--- src/rtl/core/tfeb_fifo.sv ---
// Small register queue used between the front and back halves and on the result side.
// Depends on nothing; payload is an opaque vector.
`timescale 1ns / 1ps
`default_nettype none
module tfeb_fifo #(
  parameter int WIDTH      = 8,
  parameter int DEPTH_LOG2 = 2
) (
  input  wire logic             clk,
  input  wire logic             rst_n,
  input  wire logic             push,
  input  wire logic [WIDTH-1:0] wr_data,
  output logic                  full,
  input  wire logic             pop,
  output logic [WIDTH-1:0]      rd_data,
  output logic                  empty
);

  localparam int DEPTH = 1 << DEPTH_LOG2;

  logic [WIDTH-1:0]      mem_r [DEPTH];
  logic [DEPTH_LOG2-1:0] wr_ptr_r;
  logic [DEPTH_LOG2-1:0] rd_ptr_r;
  logic [DEPTH_LOG2:0]   count_r;
  logic                  do_push;
  logic                  do_pop;

  assign full    = (count_r == (DEPTH_LOG2+1)'(DEPTH));
  assign empty   = (count_r == '0);
  assign do_push = push && !full;
  assign do_pop  = pop && !empty;
  assign rd_data = mem_r[rd_ptr_r];

  always_ff @(posedge clk) begin
    if (do_push) begin
      mem_r[wr_ptr_r] <= wr_data;
    end
  end

  always_ff @(posedge clk) begin
    if (!rst_n) begin
      wr_ptr_r <= '0;
      rd_ptr_r <= '0;
      count_r  <= '0;
    end else begin
      if (do_push) begin
        wr_ptr_r <= wr_ptr_r + 1'b1;
      end
      if (do_pop) begin
        rd_ptr_r <= rd_ptr_r + 1'b1;
      end
      if (do_push && !do_pop) begin
        count_r <= count_r + 1'b1;
      end else if (do_pop && !do_push) begin
        count_r <= count_r - 1'b1;
      end
    end
  end

endmodule
`default_nettype wire

--- config.mk ---
export PLATFORM = sky130hd
export DESIGN_NAME = tfeb_fifo
export DESIGN_NICKNAME = d
export VERILOG_FILES = /design/src/rtl/core/tfeb_fifo.sv
export SDC_FILE = /design/constraint.sdc
export NUM_CORES = 1
export LEC_CHECK = 0
export ABC_AREA = 1
export ABC_CLOCK_PERIOD_IN_PS = 4100
export BUFFER_PORTS_ARGS = -buffer_cell sky130_fd_sc_hd__buf_4
export CAP_MARGIN = 20
export CORE_MARGIN = 1.5
export CORE_UTILIZATION = 63
export CTS_BUF_LIST = sky130_fd_sc_hd__clkbuf_8
export DETAILED_ROUTE_END_ITERATION = 8
export PLACE_DENSITY = 0.92
export SYNTH_ARGS = -nofsm -noshare
export SYNTH_HDL_FRONTEND = slang
export SYNTH_SLANG_ARGS = --single-unit
export TNS_END_PERCENT = 1
--- constraint.sdc ---
create_clock -name clk -period 4.1 [get_ports clk]
set_input_delay 0.41 -clock clk [delete_from_list [all_inputs] [get_ports clk]]
set_output_delay 0.41 -clock clk [all_outputs]
set_load 0.01 [all_outputs]
# Word-level counts from Yosys, hierarchy flattened
# Memories as Yosys holds them, arrays and structs flattened. A register that Yosys moved wholly into a read port is not among the register bits.
# Cells that the tools add are included.
# Widths: inputs -> output; s select.
op_classes:
  n_addsub: 4
  reduce_logical: 10
  mux: 6
  n_eq_ne: 1
ops:
  columns: ["operator", "n"]
  rows:
  - ["$mux 3", 2]
  - ["$add 2x1->2 const B", 2]
  - ["$logic_and 1x1->1", 4]
  - ["$logic_not 1->1", 4]
  - ["$mux 2", 2]
  - ["$add 3x1->3 const B", 1]
  - ["$eq 3x3->1 const B", 1]
  - ["$logic_not 3->1", 1]
  - ["$sub 3x1->3 const B", 1]
  - ["$mux 1", 2]
  - ["$reduce_bool 2->1", 1]
word_totals:
  mem_bits_rw: 32
  word_cells: 25
  memories: 1
  register_bits: 7
memory_table:
  columns: ["name", "depth", "word_bits", "rd", "rd_clocked_by_memory_dff", "write_ports", "line_no", "rtl"]
  rows:
  - ["mem_r", 4, 8, 1, 1, 1, "21", "logic [WIDTH-1:0] mem_r [DEPTH];"]

# Longest topological paths before layout
depth:
  word_depth: 7
  mapped_depth: 13
  ltp_nobuf: 13

# Worst setup path after synthesis
# No wires, ideal clock.
synth_timing:
  kind: "reg2reg"
  startpoint: "reg count_r[0]"
  endpoint: "reg count_r[2]"
  path_stages_with_launch: 14
  setup_slack_ns: 2.407
  arrival_ns: 1.580
  required_ns: 3.987
  n_path_buf: 0
  setup_ns: 0.113
  cell_sequence: "dfxtp_1 nor2_1 nand2_1 nand2_2 inv_1 ha_1 inv_1 fa_1 inv_1 nand2_1 nand3_1 nand2_1 nand2_1 nor2_1"
synth_via:
  elab_chain_len: 6
synth_lines:
  columns: ["element", "line_no", "rtl"]
  rows:
  - ["start: declaration", "24", "logic [DEPTH_LOG2:0] count_r;"]
  - ["start signal: assignment", "53", "count_r <= count_r + 1'b1;"]
  - ["start signal: assignment", "55", "count_r <= count_r - 1'b1;"]
  - ["$eq 3x3->1 *", "28", "assign full = (count_r == (DEPTH_LOG2+1)'(DEPTH));"]
  - ["$logic_not 1->1 *", "30", "assign do_push = push && !full;"]
  - ["$logic_and 1x1->1 *", "30", null]
  - ["named net do_push", "25", "logic do_push;"]
  - ["$logic_not 1->1", "54", "end else if (do_pop && !do_push) begin"]
  - ["$logic_and 1x1->1", "54", null]
  - ["$reduce_bool 2->1 (no line)", null, null]
# Mark *: on every way through the listed nets, which the timed path passes. The rest lies on a longest branch. The select of a mux whose other input is x is not followed.
# A chain may end at the register's enable or synchronous reset.

==> metrics.log <==
INFO  metric initial_cell_density_of_the_core = 67.4%
INFO  metric synth_cells = 146
INFO  metric detail_route.iter0.violations = 26
INFO  metric drc = 0
INFO  metric top_level_ports = 22
INFO  metric max-clock-path-buffers = 2
INFO  metric grt_usage = 23.1%
INFO  metric drt_pre_antenna_iters = 4
INFO  metric globalRouteMet3Util = 10.4%
INFO  metric hold_viol_final = 0
INFO  metric synth_to_layout_area_growth = 16.6%
INFO  metric holdBufCountCts = 0
INFO  metric final_core_utilization = 78.6%
INFO  metric vias = 1114
INFO  metric dpl_cell_area = 1860 um2
INFO  metric worstHoldPathType = primary input to flop
INFO  metric reg2reg_from = count_r[0]
INFO  metric clock_tree_from_tritoncts = built
INFO  metric dominant_combinational_cell_family_by_area_after_synthesis = simple AND/OR/NAND/NOR gates
INFO  metric syn_area_per_cell = 11.5 um2
INFO  metric wl_per_cell = 14.5 um
INFO  metric placement.io_buffers = 21
INFO  metric groute.layer.met2.usage = 39.7%
INFO  metric numClockSinks = 41
INFO  metric postLayoutCellArea = 1960 um2
INFO  metric peak_freq = 474 MHz
INFO  metric synth_xor_xnor_area_share = 0.520%
INFO  metric run_status = completed
INFO  metric cts_root_buffer = sky130_fd_sc_hd__clkbuf_8
INFO  metric ctsHtreeMaxLevel = 2
INFO  metric post_drt_via_cell_ratio = 5.49
INFO  metric core = 2500 um2
INFO  metric setup_tns = 0 ns
INFO  metric dieHeight = 54.7 um
INFO  metric crit_type = flop to output port
INFO  metric post_synth_and_or_nand_nor_area_fraction = 12.0%
INFO  metric grt_remaining_overflow = 0
INFO  metric cp.arrival = 1.70 ns
INFO  metric critPathRequiredTime = 3.69 ns
INFO  metric hpwl = 1960 um
INFO  metric fin_worst_skew = 0.00176 ns
INFO  metric crit_end = rd_data[7]
INFO  metric synth-seq-cells = 41
INFO  metric fin_crit = 2.11 ns
INFO  metric ys_dominant_reg_cell = sky130_fd_sc_hd__edfxtp_1
INFO  metric synth_mux_area_share = 0%
INFO  metric grt_antenna_before_repair = 0
INFO  metric postSynthNetCount = 164
INFO  metric setup_violations = 0
INFO  metric syn_area = 1690 um2
INFO  metric die-area = 2990 um2
INFO  metric largest_net_degree_at_the_start_of_global_routing = 18
INFO  metric synthDistinctLibCells = 18
INFO  metric synth_compound_area_share = 9.58%
INFO  metric clkLatencyLatePin = 0.29 ns
INFO  metric routabilityCongestion = 0.738
INFO  metric ir_drop = 0.588 mV
INFO  metric fin_nets = 190
INFO  metric drv_cap = 0
INFO  metric ff2ff_setup_slack = 2.17 ns
INFO  metric grt_first_pass_wirelength = 4350 um
INFO  metric detail-route-antenna-nets = 0
INFO  metric worst_slew_pin_slew = 0.770 ns
INFO  metric critPathCaptureType = output port
INFO  metric finalCritPeriodShare = 51.4%
INFO  metric relative_slew_margins = 48.5%
INFO  metric horizontal_die_dimension = 54.7 um
INFO  metric total_routed_wirelength = 2940 um
INFO  metric count_of_final_max_slew_check_failures = 0
INFO  metric worst_r2r_path_depth = 11
INFO  metric number_of_buffers_inserted_by_post_cts_setup_repair = 0
INFO  metric cts.clk_slew.worst_paths = 0.07 ns
INFO  metric rows = 18
INFO  metric busiest_layer = met2
INFO  metric critical_path.startpoint_type = flop
INFO  metric yosysSeqAreaShare = 67.7%
INFO  metric yosys.area_share.adder = 4.90%
INFO  metric synth_warnings = 0
INFO  metric terminus_of_the_critical_flop_to_flop_path = count_r[2]
INFO  metric fillerInstances = 145
INFO  metric vias_in_the_first_global_route = 1048
INFO  metric path_max_fanout = 17
INFO  metric cellPowerDensity = 617 nW/um2
INFO  metric leak = 0.786 nW
INFO  metric antenna_cells = 0
INFO  metric async_reset_ff_share = 0%
INFO  metric synth_enable_flop_cells = 32
INFO  metric grt_util_met1 = 21.8%
INFO  metric cts_inserted_buffers = 5
INFO  metric layout-drive-gt1-share = 19.1%
INFO  metric cts_resized = 0
INFO  metric setup_repair_after_global_routing_missed_its_margin = false
[worst min-delay path by stage]
stage           startpoint  slack, ns     endpoint  depth (start not counted)
6_report        wr_data[1]       0.32  mem_r[2][1]                          1
5_1_grt         wr_data[5]       0.31  mem_r[0][5]                          1
4_1_cts         wr_data[1]       0.31  mem_r[2][1]                          1
3_5_place_dp   rd_ptr_r[1]       0.51         flop                          2
3_3_place_gp   rd_ptr_r[1]       0.49  rd_ptr_r[1]                          2
2_1_floorplan  rd_ptr_r[1]       0.46         flop                          2
[power by group]
| part | total [mW] | switching, mW | internal, mW |
|---|---|---|---|
| combinational | 0.348 | 0.202 | 0.146 |
| clock | 0.308 | 0.131 | 0.177 |
| sequential | 0.557 | 0.0465 | 0.511 |
[worst max-delay path: stages (launching register included)]
cell                      delay (ns)
sky130_fd_sc_hd__dfxtp_1        0.68
sky130_fd_sc_hd__inv_2          0.25
sky130_fd_sc_hd__o21ai_0        0.23
sky130_fd_sc_hd__o22ai_1        0.09
sky130_fd_sc_hd__buf_4          0.15
[synthesized netlist by cell type, types with 2 or more instances]
cell type / count / area [um2]
sky130_fd_sc_hd__nand2_1: 13 / 48.8
sky130_fd_sc_hd__nor2_1: 30 / 113
sky130_fd_sc_hd__ha_1: 5 / 62.6
sky130_fd_sc_hd__o21ai_0: 13 / 65.1
sky130_fd_sc_hd__nand2_2: 2 / 12.5
sky130_fd_sc_hd__dfxtp_1: 9 / 180
sky130_fd_sc_hd__a21oi_1: 3 / 15.0
sky130_fd_sc_hd__nand3_1: 4 / 20.0
sky130_fd_sc_hd__edfxtp_1: 32 / 961
sky130_fd_sc_hd__buf_6: 2 / 22.5
sky130_fd_sc_hd__o22ai_1: 8 / 50.1
sky130_fd_sc_hd__o21ai_2: 3 / 26.3
sky130_fd_sc_hd__inv_1: 17 / 63.8
[placed cells by master, fill, tap and decap left out, types with 2 or more instances in the layout]
cell type	Yosys	final
sky130_fd_sc_hd__buf_4	0	21
sky130_fd_sc_hd__dfxtp_1	9	9
sky130_fd_sc_hd__nand3_1	4	4
sky130_fd_sc_hd__o22ai_1	8	8
sky130_fd_sc_hd__a21oi_1	3	3
sky130_fd_sc_hd__nor2_1	30	30
sky130_fd_sc_hd__o21ai_2	3	3
sky130_fd_sc_hd__ha_1	5	5
sky130_fd_sc_hd__o21ai_0	13	13
sky130_fd_sc_hd__inv_1	17	18
sky130_fd_sc_hd__edfxtp_1	32	32
sky130_fd_sc_hd__clkbuf_8	0	5
sky130_fd_sc_hd__nand2_2	2	2
sky130_fd_sc_hd__nand2_1	13	13
[per-stage QoR]
step	cells	hold WS (ns)	worst slack, ns	total power, mW
after floorplan	146	0.464	2.41	0.783
after global placement	195	0.486	2.33	0.886
after detailed placement	195	0.514	2.19	0.912
after CTS	203	0.308	2.00	1.22
after global routing	203	0.305	1.89	1.27
final	203	0.316	1.99	1.21
[sequential cells by signal (all words and copies together), names as in the netlist, named ones only]
| signal | flops |
|---|---|
| mem_r | 32 |
| count_r | 3 |
| rd_ptr_r | 2 |
| wr_ptr_r | 2 |
[layer usage]
| layer | part of all wire (%) | up-vias | wire (um) |
|---|---|---|---|
| met5 | 0 | - | 0 |
| li1 | - | 548 | - |
| met1 | 38 | 527 | 1130 |
| met2 | 54 | 31 | 1600 |
| met4 | 2.5 | 0 | 75 |
| met3 | 4.8 | 8 | 142 |
[layout make-up]
| type | instances | area (um2) | area share [%] |
|---|---|---|---|
| Clock buffer | 5 | 68.8 | 3.50 |
| Clock inverter | 3 | 37.5 | 1.91 |
| Inverter | 18 | 67.6 | 3.44 |
| Multi-Input combinational cell | 85 | 454 | 23.1 |
| Sequential cell | 41 | 1140 | 58.1 |
| Tap cell | 30 | 37.5 | 1.91 |
| Timing Repair Buffer | 21 | 158 | 8.03 |
[logic make-up after synthesis]
group	after synthesis
compound gates	28
xor+xnor	1
fa+ha+maj	6
buf+inv	20
flops	41
simple gates	50
(Power assumes the default switching activity.)
