File: src/rtl/core/tfeb_pkg.sv
// Shared types and constants for the TCSPC event binner.
// Holds command, result and job encodings, the inter-stage job and result records
// and small helper functions. Depends on nothing.
`timescale 1ns / 1ps
`default_nettype none
package tfeb_pkg;

  typedef enum logic [1:0] {
    CMD_ROLLOVER = 2'd0,
    CMD_MARKER   = 2'd1,
    CMD_PHOTON   = 2'd2,
    CMD_READ     = 2'd3
  } cmd_t;

  typedef enum logic [2:0] {
    RK_ACK         = 3'd0,
    RK_STORED      = 3'd1,
    RK_REJECTED    = 3'd2,
    RK_FRAME_COUNT = 3'd3,
    RK_HIST_VALUE  = 3'd4
  } result_kind_t;

  typedef enum logic [2:0] {
    JOB_ACK,
    JOB_STORE,
    JOB_REJECT,
    JOB_REPORT,
    JOB_READ
  } job_kind_t;

  typedef enum logic [3:0] {
    F_IDLE,
    F_NOW,
    F_EXEC,
    F_PHX,
    F_DIVX,
    F_XSET,
    F_PHV,
    F_FRAME,
    F_DIVY,
    F_FEND,
    F_PUSH
  } front_state_t;

  typedef enum logic [2:0] {
    B_CLEAR,
    B_IDLE,
    B_DISP,
    B_WR,
    B_REP
  } back_state_t;

  localparam int CFG_INDEX_W = 3;
  localparam int CFG_DATA_W  = 9;

  localparam logic [CFG_INDEX_W-1:0] CFG_PIXEL_MARKER_MODE = 3'd0;
  localparam logic [CFG_INDEX_W-1:0] CFG_BIDIRECTIONAL     = 3'd1;
  localparam logic [CFG_INDEX_W-1:0] CFG_IMAGE_WIDTH       = 3'd2;
  localparam logic [CFG_INDEX_W-1:0] CFG_IMAGE_HEIGHT      = 3'd3;
  localparam logic [CFG_INDEX_W-1:0] CFG_CHANNELS_IN_USE   = 3'd4;
  localparam logic [CFG_INDEX_W-1:0] CFG_HIST_BINS_LOG2    = 3'd5;

  localparam int MARK_PIXEL      = 0;
  localparam int MARK_LINE_START = 1;
  localparam int MARK_LINE_END   = 2;
  localparam int MARK_FRAME      = 3;

  localparam logic [15:0] ROLL_STEP      = 16'hFFFF;
  localparam logic [9:0]  CURSOR_CAP     = 10'd1023;
  localparam logic [3:0]  HIST_LOG2_CAP  = 4'd12;
  localparam logic [2:0]  REPORT_CAP     = 3'd4;

  typedef struct packed {
    job_kind_t   kind;
    logic [9:0]  x;
    logic [9:0]  y;
    logic [3:0]  chan;
    logic [11:0] micro;
    logic [11:0] bin;
    logic        binnable;
    logic        read_ok;
    logic [2:0]  nrep;
  } job_t;

  typedef struct packed {
    result_kind_t kind;
    logic [7:0]   x;
    logic [7:0]   y;
    logic [1:0]   ch;
    logic [15:0]  cnt;
    logic [31:0]  sum;
    logic [31:0]  val;
    logic         last;
  } res_t;

  // Saturating cursor advance; an invalid cursor (minus one) moves to zero.
  function automatic logic [9:0] bump_cursor(input logic vld, input logic [9:0] val);
    logic [9:0] r;
    if (!vld) begin
      r = 10'd0;
    end else if (val == CURSOR_CAP) begin
      r = CURSOR_CAP;
    end else begin
      r = val + 10'd1;
    end
    return r;
  endfunction

endpackage
`default_nettype wire

File: src/rtl/core/tfeb_front.sv
// Front half: configuration registers, 64-bit time base and the frame/line/pixel
// tracker, including both serial dividers. Emits one job per accepted item.
// Depends on tfeb_pkg.
`timescale 1ns / 1ps
`default_nettype none
module tfeb_front #(
  parameter int MAX_WIDTH    = 256,
  parameter int MAX_HEIGHT   = 256,
  parameter int MAX_CHANNELS = 4,
  parameter int MAX_BINS     = 4096
) (
  input  wire logic                               clk,
  input  wire logic                               rst_n,
  input  wire logic                               cfg_wr_en,
  input  wire logic [tfeb_pkg::CFG_INDEX_W-1:0]   cfg_index,
  input  wire logic [tfeb_pkg::CFG_DATA_W-1:0]    cfg_wdata,
  input  wire logic                               take,
  input  wire logic [1:0]                         in_cmd,
  input  wire logic [15:0]                        in_macro_time,
  input  wire logic [3:0]                         in_marker_bits,
  input  wire logic [3:0]                         in_channel,
  input  wire logic [11:0]                        in_micro_time,
  input  wire logic [11:0]                        in_bin_index,
  output logic                                    busy,
  output logic                                    job_valid,
  input  wire logic                               job_full,
  output tfeb_pkg::job_t                          job
);

  // configuration
  logic       pmm_r;
  logic       bidir_r;
  logic [8:0] img_w_r;
  logic [8:0] img_h_r;
  logic [2:0] chans_r;
  logic [3:0] hbl_r;

  // captured item
  tfeb_pkg::cmd_t cmd_r;
  logic [15:0] mt_r;
  logic [3:0]  marks_r;
  logic [3:0]  chan_r;
  logic [11:0] micro_r;
  logic [11:0] bin_r;

  // tracker
  logic [63:0] time_offset_r;
  logic [63:0] line_start_r;
  logic        line_active_r;
  logic        frame_seen_r;
  logic        frame_multi_r;
  logic        cx_vld_r;
  logic [9:0]  cx_r;
  logic        cy_vld_r;
  logic [9:0]  cy_r;
  logic        scan_rev_r;
  logic [63:0] frame_time_r;
  logic [63:0] line_time_r;
  logic        lt_known_r;

  // working registers
  logic [63:0] now_r;
  logic [63:0] delta_r;
  logic [63:0] la_r;
  logic [63:0] dr_r;
  logic [10:0] dq_r;
  logic [3:0]  it_r;
  logic        ph_r;
  logic [10:0] dv_rem_r;
  logic [63:0] dv_quo_r;
  logic [10:0] dv_d_r;
  logic [5:0]  dv_cnt_r;
  tfeb_pkg::job_t job_r;

  tfeb_pkg::front_state_t state_r, state_nxt;

  logic [8:0]  w_raw;
  logic [8:0]  h_raw;
  logic [10:0] use_w;
  logic [10:0] use_h;
  logic [4:0]  nch;
  logic [2:0]  nrep;
  logic [3:0]  nb_log;
  logic [63:0] dur;
  logic [64:0] twice;
  logic        x_geq;
  logic [64:0] x_sub;
  logic        x2_geq;
  logic [11:0] rem2;
  logic        y_geq;
  logic [11:0] y_sub;
  logic        single;
  logic        pix_ok;
  logic        store;
  logic        lt_usable;
  logic [31:0] roll_prod;

  assign w_raw  = (img_w_r == 9'd0) ? 9'd1 : img_w_r;
  assign h_raw  = (img_h_r == 9'd0) ? 9'd1 : img_h_r;
  assign use_w  = (11'(w_raw) > 11'(MAX_WIDTH)) ? 11'(MAX_WIDTH) : 11'(w_raw);
  assign use_h  = (11'(h_raw) > 11'(MAX_HEIGHT)) ? 11'(MAX_HEIGHT) : 11'(h_raw);
  assign nch    = (5'(chans_r) > 5'(MAX_CHANNELS)) ? 5'(MAX_CHANNELS) : 5'(chans_r);
  assign nrep   = (nch > 5'(tfeb_pkg::REPORT_CAP)) ? tfeb_pkg::REPORT_CAP : nch[2:0];
  assign nb_log = (hbl_r > tfeb_pkg::HIST_LOG2_CAP) ? tfeb_pkg::HIST_LOG2_CAP : hbl_r;

  assign roll_prod = 32'(mt_r) * 32'(tfeb_pkg::ROLL_STEP);
  assign dur = marks_r[tfeb_pkg::MARK_LINE_START] ? 64'd0 : (now_r - line_start_r);

  assign twice  = {dr_r, 1'b0};
  assign x_geq  = (twice >= {1'b0, line_time_r});
  assign x_sub  = twice - {1'b0, line_time_r};
  assign x2_geq = (dr_r >= la_r);

  assign rem2  = {dv_rem_r, dv_quo_r[63]};
  assign y_geq = (rem2 >= {1'b0, dv_d_r});
  assign y_sub = rem2 - {1'b0, dv_d_r};

  assign lt_usable = lt_known_r && (delta_r < line_time_r);

  assign single = (use_w == 11'd1) && (use_h == 11'd1);
  assign pix_ok = single ||
                  (line_active_r && frame_seen_r && cx_vld_r && ({1'b0, cx_r} < use_w) &&
                   cy_vld_r && ({1'b0, cy_r} < use_h));
  assign store  = pix_ok && ({1'b0, chan_r} < nch);

  // next state
  always_comb begin
    state_nxt = state_r;
    unique case (state_r)
      tfeb_pkg::F_IDLE:  if (take) state_nxt = tfeb_pkg::F_NOW;
      tfeb_pkg::F_NOW:   state_nxt = tfeb_pkg::F_EXEC;
      tfeb_pkg::F_EXEC: begin
        unique case (cmd_r)
          tfeb_pkg::CMD_MARKER: begin
            state_nxt = marks_r[tfeb_pkg::MARK_FRAME] ? tfeb_pkg::F_FRAME : tfeb_pkg::F_PUSH;
          end
          tfeb_pkg::CMD_PHOTON: begin
            state_nxt = (!pmm_r && use_w > 11'd1) ? tfeb_pkg::F_PHX : tfeb_pkg::F_PHV;
          end
          default: state_nxt = tfeb_pkg::F_PUSH;
        endcase
      end
      tfeb_pkg::F_PHX:   state_nxt = lt_usable ? tfeb_pkg::F_DIVX : tfeb_pkg::F_PHV;
      tfeb_pkg::F_DIVX: begin
        if ((ph_r || !use_w[it_r]) && it_r == 4'd0) state_nxt = tfeb_pkg::F_XSET;
      end
      tfeb_pkg::F_XSET:  state_nxt = tfeb_pkg::F_PHV;
      tfeb_pkg::F_PHV:   state_nxt = tfeb_pkg::F_PUSH;
      tfeb_pkg::F_FRAME: begin
        state_nxt = (frame_multi_r && cy_vld_r) ? tfeb_pkg::F_DIVY : tfeb_pkg::F_FEND;
      end
      tfeb_pkg::F_DIVY:  if (dv_cnt_r == 6'd63) state_nxt = tfeb_pkg::F_FEND;
      tfeb_pkg::F_FEND:  state_nxt = tfeb_pkg::F_PUSH;
      tfeb_pkg::F_PUSH:  if (!job_full) state_nxt = tfeb_pkg::F_IDLE;
      default:           state_nxt = tfeb_pkg::F_IDLE;
    endcase
  end

  // outputs
  always_comb begin
    busy      = (state_r != tfeb_pkg::F_IDLE);
    job_valid = (state_r == tfeb_pkg::F_PUSH);
    job       = job_r;
  end

  always_ff @(posedge clk) begin
    if (!rst_n) begin
      state_r <= tfeb_pkg::F_IDLE;
    end else begin
      state_r <= state_nxt;
    end
  end

  // configuration writes
  always_ff @(posedge clk) begin
    if (!rst_n) begin
      pmm_r   <= 1'b1;
      bidir_r <= 1'b0;
      img_w_r <= 9'd256;
      img_h_r <= 9'd256;
      chans_r <= 3'd1;
      hbl_r   <= 4'd12;
    end else if (cfg_wr_en) begin
      unique case (cfg_index)
        tfeb_pkg::CFG_PIXEL_MARKER_MODE: pmm_r   <= cfg_wdata[0];
        tfeb_pkg::CFG_BIDIRECTIONAL:     bidir_r <= cfg_wdata[0];
        tfeb_pkg::CFG_IMAGE_WIDTH:       img_w_r <= cfg_wdata;
        tfeb_pkg::CFG_IMAGE_HEIGHT:      img_h_r <= cfg_wdata;
        tfeb_pkg::CFG_CHANNELS_IN_USE:   chans_r <= cfg_wdata[2:0];
        tfeb_pkg::CFG_HIST_BINS_LOG2:    hbl_r   <= cfg_wdata[3:0];
        default: ;
      endcase
    end
  end

  // working registers, no reset needed
  always_ff @(posedge clk) begin
    unique case (state_r)
      tfeb_pkg::F_IDLE: begin
        if (take) begin
          cmd_r   <= tfeb_pkg::cmd_t'(in_cmd);
          mt_r    <= in_macro_time;
          marks_r <= in_marker_bits;
          chan_r  <= in_channel;
          micro_r <= in_micro_time;
          bin_r   <= in_bin_index;
        end
      end
      tfeb_pkg::F_NOW: begin
        now_r <= time_offset_r + 64'(mt_r);
        job_r <= '0;
      end
      tfeb_pkg::F_EXEC: begin
        delta_r <= now_r - line_start_r;
        if (cmd_r == tfeb_pkg::CMD_READ) begin
          job_r.kind    <= tfeb_pkg::JOB_READ;
          job_r.chan    <= chan_r;
          job_r.bin     <= bin_r;
          job_r.read_ok <= (5'(chan_r) < 5'(MAX_CHANNELS)) && (13'(bin_r) < 13'(MAX_BINS));
        end else begin
          job_r.kind <= tfeb_pkg::JOB_ACK;
        end
      end
      tfeb_pkg::F_PHX: begin
        la_r     <= line_time_r - delta_r;
        dr_r     <= 64'd0;
        dq_r     <= 11'd0;
        it_r     <= 4'd10;
        ph_r     <= 1'b0;
      end
      tfeb_pkg::F_DIVX: begin
        if (!ph_r) begin
          dr_r <= x_geq ? x_sub[63:0] : twice[63:0];
          dq_r <= {dq_r[9:0], x_geq};
          if (use_w[it_r]) begin
            ph_r <= 1'b1;
          end else if (it_r != 4'd0) begin
            it_r <= it_r - 4'd1;
          end
        end else begin
          dr_r <= x2_geq ? (dr_r - la_r) : (dr_r + delta_r);
          dq_r <= dq_r + 11'(x2_geq);
          ph_r <= 1'b0;
          if (it_r != 4'd0) begin
            it_r <= it_r - 4'd1;
          end
        end
      end
      tfeb_pkg::F_PHV: begin
        if (store) begin
          job_r.kind     <= tfeb_pkg::JOB_STORE;
          job_r.x        <= single ? 10'd0 : cx_r;
          job_r.y        <= single ? 10'd0 : cy_r;
          job_r.chan     <= chan_r;
          job_r.micro    <= micro_r;
          job_r.binnable <= ((micro_r >> nb_log) == 12'd0) && (13'(micro_r) < 13'(MAX_BINS));
        end else begin
          job_r.kind <= tfeb_pkg::JOB_REJECT;
        end
      end
      tfeb_pkg::F_FRAME: begin
        dv_rem_r <= 11'd0;
        dv_quo_r <= frame_time_r;
        dv_d_r   <= 11'(cy_r) + 11'd1;
        dv_cnt_r <= 6'd0;
      end
      tfeb_pkg::F_DIVY: begin
        dv_rem_r <= y_geq ? y_sub[10:0] : rem2[10:0];
        dv_quo_r <= {dv_quo_r[62:0], y_geq};
        dv_cnt_r <= dv_cnt_r + 6'd1;
      end
      tfeb_pkg::F_FEND: begin
        if (frame_seen_r) begin
          job_r.kind <= tfeb_pkg::JOB_REPORT;
          job_r.nrep <= nrep;
        end else begin
          job_r.kind <= tfeb_pkg::JOB_ACK;
        end
      end
      default: ;
    endcase
  end

  // tracker state
  always_ff @(posedge clk) begin
    if (!rst_n) begin
      time_offset_r <= 64'd0;
      line_start_r  <= 64'd0;
      line_active_r <= 1'b0;
      frame_seen_r  <= 1'b0;
      frame_multi_r <= 1'b0;
      cx_vld_r      <= 1'b0;
      cx_r          <= 10'd0;
      cy_vld_r      <= 1'b0;
      cy_r          <= 10'd0;
      scan_rev_r    <= 1'b0;
      frame_time_r  <= 64'd0;
      line_time_r   <= 64'd0;
      lt_known_r    <= 1'b0;
    end else begin
      unique case (state_r)
        tfeb_pkg::F_EXEC: begin
          if (cmd_r == tfeb_pkg::CMD_ROLLOVER) begin
            time_offset_r <= time_offset_r + 64'(roll_prod);
          end else if (cmd_r == tfeb_pkg::CMD_MARKER && frame_seen_r) begin
            if (marks_r[tfeb_pkg::MARK_PIXEL] && pmm_r) begin
              cx_r     <= tfeb_pkg::bump_cursor(cx_vld_r, cx_r);
              cx_vld_r <= 1'b1;
            end
            if (marks_r[tfeb_pkg::MARK_LINE_START]) begin
              line_start_r  <= now_r;
              line_active_r <= 1'b1;
              cx_r          <= 10'd0;
              cx_vld_r      <= 1'b1;
              if (bidir_r) begin
                scan_rev_r <= !scan_rev_r;
              end
              cy_r     <= tfeb_pkg::bump_cursor(cy_vld_r, cy_r);
              cy_vld_r <= 1'b1;
            end
            if (marks_r[tfeb_pkg::MARK_LINE_END]) begin
              frame_time_r <= frame_time_r + dur;
              if (!lt_known_r) begin
                line_time_r <= dur;
                lt_known_r  <= 1'b1;
              end
              line_active_r <= 1'b0;
            end
          end
        end
        tfeb_pkg::F_PHX: begin
          if (!lt_usable) begin
            cx_vld_r <= 1'b0;
          end
        end
        tfeb_pkg::F_XSET: begin
          cx_r     <= scan_rev_r ? 10'(use_w - 11'd1 - dq_r) : dq_r[9:0];
          cx_vld_r <= 1'b1;
        end
        tfeb_pkg::F_DIVY: begin
          if (dv_cnt_r == 6'd63) begin
            line_time_r <= {dv_quo_r[62:0], y_geq};
            lt_known_r  <= 1'b1;
          end
        end
        tfeb_pkg::F_FEND: begin
          frame_multi_r <= frame_seen_r;
          frame_seen_r  <= 1'b1;
          cx_vld_r      <= 1'b0;
          cy_vld_r      <= 1'b0;
          scan_rev_r    <= 1'b0;
          frame_time_r  <= 64'd0;
        end
        default: ;
      endcase
    end
  end

endmodule
`default_nettype wire

File: config.mk
export PLATFORM = sky130hd
export DESIGN_NAME = tfeb_front
export DESIGN_NICKNAME = d
export VERILOG_FILES = /design/src/rtl/core/tfeb_pkg.sv /design/src/rtl/core/tfeb_front.sv
export SDC_FILE = /design/constraint.sdc
export NUM_CORES = 2
export LEC_CHECK = 0
export BUFFER_PORTS_ARGS = -buffer_cell sky130_fd_sc_hd__buf_2
export CAP_MARGIN = 20
export CORE_UTILIZATION = 35
export DETAILED_ROUTE_END_ITERATION = 12
export GPL_ROUTABILITY_DRIVEN = 0
export PLACE_DENSITY = 0.51
export SLEW_MARGIN = 10
export SYNTH_ARGS = -nofsm -noshare
export SYNTH_HDL_FRONTEND = slang
export SYNTH_SLANG_ARGS = --single-unit
File: constraint.sdc
create_clock -name clk -period 7.7 [get_ports clk]
set_input_delay 0.385 -clock clk [delete_from_list [all_inputs] [get_ports clk]]
set_output_delay 0.385 -clock clk [all_outputs]
set_load 0.01 [all_outputs]
# Word level (Yosys, flattened, before mapping)
# Cells that the tools add are included.
[classes] reduce_logical=63 magnitude_cmp=15 muxes=97 n_eq_ne=39 shift=1 bitwise_logic=1 multipliers=1 add_sub_neg=17
[op_table] op="$mux W64" n=12
[op_table] op="$pmux W64 S2" n=4
[op_table] op="$sub A64 B64 Y64" n=4
[op_table] op="$add A64 B64 Y64" n=2
[op_table] op="$mux W10" n=11
[op_table] op="$ge A65 B64 Y1" n=1
[op_table] op="$add A64 B16 Y64" n=1
[op_table] op="$add A64 B32 Y64" n=1
[op_table] op="$ge A64 B64 Y1" n=1
[op_table] op="$lt A64 B64 Y1" n=1
[op_table] op="$pmux W12 S2" n=2
[op_table] op="$pmux W11 S2" n=2
[op_table] op="$mux W4" n=10
[op_table] op="$pmux W20 S2" n=1
[op_table] op="$pmux W4 S10" n=1
[op_table] op="$mux W36" n=1
[op_table] op="$mux W9" n=4
[op_table] op="$mul A16 B16 Y32 const B" n=1
[op_table] op="$ne A2 B2 Y1 const B" n=14
[op_table] op="$reduce_and A2 Y1" n=12
[op_table] op="$reduce_and A4 Y1" n=6
[op_table] op="$mux W1" n=23
[op_table] op="$mux W11" n=2
[op_table] op="$add A10 B1 Y10 const B" n=2
[op_table] op="other kinds (58)" n=115
[word_totals] register_bits=784 input_bits=67 out_inout_bits=58 word_cells=280

# Longest topological paths before layout
[logic_depth] word_depth=12 depth_mapped=29 mapped_depth_nobuf=29

# Least setup slack after synthesis
# No wires, ideal clock.
[synth_path] path_type="flip-flop to flip-flop" startpoint="register state_r[2]" endpoint="register dv_cnt_r[0] (enable)" synth_period_minus_slack_ps=7038 arrival_ps=6405 setup_slack_ps=662 path_stages_with_launch=4 path_cell_list="dfxtp_1 clkbuf_1 nand2b_1 o21ai_0"
[synth_between] elab_chain_len=2
[synth_rtl] item="start, declared" line="tfeb_front.sv:75" rtl="tfeb_pkg::front_state_t state_r, state_nxt;"
[synth_rtl] item="start signal, assigned" line="tfeb_front.sv:168" rtl="state_r <= tfeb_pkg::F_IDLE;"
[synth_rtl] item="start signal, assigned" line="tfeb_front.sv:170" rtl="state_r <= state_nxt;"
[synth_rtl] item="$eq A4 B4 Y1 / $eq A4 B3 Y1 (equally long branches)" line="tfeb_front.sv:198" rtl="unique case (state_r)"
[synth_rtl] item="$reduce_bool A2 Y1 (no line) *"
[synth_rtl] item="end signal, assigned" line="tfeb_front.sv:270" rtl="dv_cnt_r <= dv_cnt_r + 6'd1;"
[synth_rtl] item="end, declared" line="tfeb_front.sv:72" rtl="logic [5:0] dv_cnt_r;"
# Every way passes the cells marked *; elsewhere a longest branch is shown, timed or not.
# A chain may end at the register's enable or synchronous reset.

# Final worst setup path
[layout_path] startpoint="register mt_r[8]" endpoint="register time_offset_r[43]"
[layout_between] elab_chain_len=2
[layout_rtl] item="start, declared" line="tfeb_front.sv:40" rtl="logic [15:0] mt_r;"
[layout_rtl] item="start signal, assigned" line="tfeb_front.sv:202" rtl="mt_r <= in_macro_time;"
[layout_rtl] item="$mul A16 B16 Y32" line="tfeb_front.sv:106" rtl="assign roll_prod = 32'(mt_r) * 32'(tfeb_pkg::ROLL_STEP);"
[layout_rtl] item="$add A64 B32 Y64" line="tfeb_front.sv:304" rtl="time_offset_r <= time_offset_r + 64'(roll_prod);"
[layout_rtl] item="end signal, assigned" line="tfeb_front.sv:304"
[layout_rtl] item="end, declared" line="tfeb_front.sv:47" rtl="logic [63:0] time_offset_r;"
# Every way passes these cells.

==> flow_metrics.py <==
metrics = {
    "grt": {
        "track_usage_pct": 20.4,
        "overflow": 0,
        "grt_max_degree": 163,
        "grt_pass1_vias": 49900,
        "grt_pass1_wl_um": 291000,
        "antenna_found_initial": 2,
    },
    "min_path": {
        "min_path_cells": 4,
        "whs_endpoint": "pmm_r$_SDFFE_PN1P_",
        "hold_class": "in -> reg",
        "hp-start": "cfg_index[0]",
    },
    "job": {
        "cap_violations": 0,
    },
    "cts": {
        "cts.clk_slew.worst_paths_ps": 60,
        "clockRootBuffer": "clkbuf_16",
        "cts_buffer_depth": 3,
        "clock_latency_ps": 750,
        "cts-buffers-inserted": 92,
        "htreeDepth": 3,
        "cts_tree": "yes",
        "cts.sinks": 783,
    },
    "detailed_routing": {
        "drc": 0,
        "num_vias": 51700,
        "drtIter0Drc": 3839,
        "drtPass1Iterations": 7,
        "wl_per_cell_um": 19.1,
        "via_per_inst": 5.32,
        "wirelength_um": 185000,
        "ant_nets": 0,
    },
    "timing": {
        "fin_crit_ps": 7150,
        "maxSlewHeadroom_pct": 20.2,
        "tightest_slew_ps": 1190,
        "finalCritPeriodShare_pct": 92.8,
        "timing_max_transition_violations_final": 0,
        "setup_viol": 0,
        "clock_skew_ps": 59.1,
        "rsz0062_at_grt": "no",
        "max_freq_ghz": 0.140,
        "hold_viol_final": 0,
        "setup_tns_ps": 0,
    },
    "die": {
        "chipHeight_um": 423,
        "die_w_um": 423,
        "coreArea_um2": 176000,
        "die-area_um2": 179000,
        "rows": 154,
        "initial_utilization_pct": 35.3,
        "ios": 125,
    },
    "synth": {
        "ys_ff_latch": 783,
        "synth.avg_cell_area_um2": 8.54,
        "yosys_warnings": 0,
        "yosys_most_used_dff": "edfxtp_1",
        "yosysMostFrequentCell": "nand2_1",
        "ys_top_cells_by_count": "911 x nand2_1, 690 x inv_1, 679 x a21oi_1",
        "syn_area_um2": 62200,
        "netlist.area_leader.share_pct": 22.7,
        "synth_cells": 7283,
        "seq_area_frac_synth_pct": 32.8,
        "async_reset_ff_share_pct": 0,
        "yosysUniqueCellTypes": 110,
        "synth_nets": 8056,
        "synthTopCellsByArea": "edfxtp_1 23%, ha_1 11%, dfxtp_1 10%, nand2_1 5.5%, a21oi_1 5.5%",
        "synth_top_area_cell": "edfxtp_1",
        "synth_edf_count": 469,
    },
    "finish": {
        "final_area_um2": 68900,
        "nets": 8064,
        "drive_above_1_share_pct": 5.92,
        "area_growth_pct": 10.7,
        "n_fill_cell": 18000,
    },
    "critical_path": {
        "crit_path_start_kind": "flip-flop",
        "r2r-start": "mt_r[8]$_DFFE_PP_",
        "cp.arrival_ps": 7720,
        "slowest_stage": "fa_1",
        "endpoint_kind": "flip-flop",
        "cp_max_fo": 7,
        "cp_data_required_time_ps": 8270,
        "crit_buf_inv": 5,
        "crit_path_max_incr_delay_ps": 670,
        "critPathTopFamily": "adder cells",
        "r2r_cells": 25,
        "timing.critical_path.mode_cell": "fa_1",
        "regToRegSetupSlack_ps": 550,
        "r2r-end": "time_offset_r[43]$_SDFFE_PN0P_",
        "crit_type": "reg -> reg",
    },
    "run_status": {
        "outcome": "finished, final reports clean",
    },
    "placed_design": {
        "placed_cell_area_um2": 65000,
        "port_buffers": 124,
        "hpwl_um": 146000,
    },
}
## registers in the layout, summed over array words and instances, names as in the netlist, 6 cells and up
signal and cells:
dv_cnt_r 6, delta_r 64, img_h_r 9, now_r 64
line_time_r 64, mt_r 16, dv_d_r 11, bin_r 12
micro_r 12, dr_r 64, cy_r 10, dq_r 10
job 56, dv_quo_r 64, frame_time_r 64, cx_r 10
img_w_r 9, la_r 64, dv_rem_r 11, line_start_r 64
time_offset_r 64
## worst register-to-register path, stage by stage (launching register included)
cell,delay (ps)
edfxtp_1,510
fa_1,670
inv_1,120
fa_1,550
inv_1,80
fa_1,550
fa_1,430
fa_1,500
inv_1,50
fa_1,470
inv_1,50
ha_1,320
a21o_1,190
a21o_1,180
a21o_1,170
a21oi_1,180
o311ai_2,180
o311ai_0,420
a31o_2,280
o21bai_1,140
a41oi_4,390
nor2_4,80
buf_4,170
nand2_1,70
xor2_1,150
nor2_1,50
## cells by family after synthesis
| group | after synthesis | share of synthesized area [%] |
|---|---|---|
| mux | 39 | 0.650 |
| flops | 783 | 32.8 |
| buf+inv | 1011 | 6.15 |
| xor+xnor | 497 | 7.00 |
| compound gates | 2049 | 21.1 |
| fa+ha+maj | 706 | 16.1 |
| simple gates | 2198 | 16.2 |
## routing by layer
| metal | global-route usage [%] | vias up | wire [um] | part of all wire (%) |
|---|---|---|---|---|
| li1 | - | 25700 | - | - |
| met1 | 29.7 | 24400 | 91200 | 49 |
| met2 | 31.7 | 1286 | 80700 | 43 |
| met3 | 2.05 | 236 | 8900 | 4.8 |
| met4 | 5.75 | 2 | 4740 | 2.6 |
| met5 | 0 | - | 13 | 0.0070 |
## how the worst max path moves through the flow
stage / from / to / slack, ps / cells after the start
3_3_place_gp: mt_r[7]$_DFFE_PP_ / time_offset_r[61]$_SDFFE_PN0P_ / 440 / 21
6_report: mt_r[8]$_DFFE_PP_ / time_offset_r[43]$_SDFFE_PN0P_ / 550 / 25
5_1_grt: mt_r[8]$_DFFE_PP_ / time_offset_r[47]$_SDFFE_PN0P_ / 30 / 24
3_5_place_dp: mt_r[8]$_DFFE_PP_ / time_offset_r[61]$_SDFFE_PN0P_ / 410 / 21
2_1_floorplan: state_r[2]$_SDFFE_PN0P_ / dv_cnt_r[0]$_SDFFCE_PN0P_ / 660 / 3
4_1_cts: mt_r[8]$_DFFE_PP_ / time_offset_r[61]$_SDFFE_PN0P_ / 300 / 21
## what timing repair did
action	CTS	global route
hold buffers	62	0
hold endpoints to repair	78	0
setup endpoints to repair	0	5
setup buffers	0	0
gates resized for setup	0	2
## layout by cell type, fill, tap and decap left out, types with 124 or more instances in the layout
cell type,n
a211oi_1,124
ha_1,546
xnor2_1,297
nand3_1,186
nand2_1,906
nor2_1,466
inv_1,687
a21oi_1,678
o21ai_0,378
dfxtp_1,314
a21o_1,293
edfxtp_1,469
fa_1,160
xor2_1,200
## cell type report
cell class	count	area, um2	share of cell area (%)
antenna	3	7.51	0.0109
clock buffer	130	2660	3.87
clock inverter	44	546	0.792
inverter	695	2620	3.80
multi-input combinational	5489	38100	55.3
sequential	783	20400	29.6
tap	2340	2930	4.25
timing repair buffer	230	1620	2.36
## stage by stage
step / hold slack [ps] / utilization [%] / setup slack, ps / std cells
3_5_place_dp: 444 / 36.9 / 414 / 9474
3_3_place_gp: 441 / 36.9 / 443 / 9473
2_1_floorplan: 432 / - / 662 / 7283
4_1_cts: 6.33 / 39.0 / 302 / 9710
6_report: 70.1 / 39.1 / 551 / 9714
5_1_grt: 68.3 / 39.0 / 27.9 / 9711
Power is not shown: default switching activity piles up to over one toggle a cycle in this logic, so the estimate is an artifact.
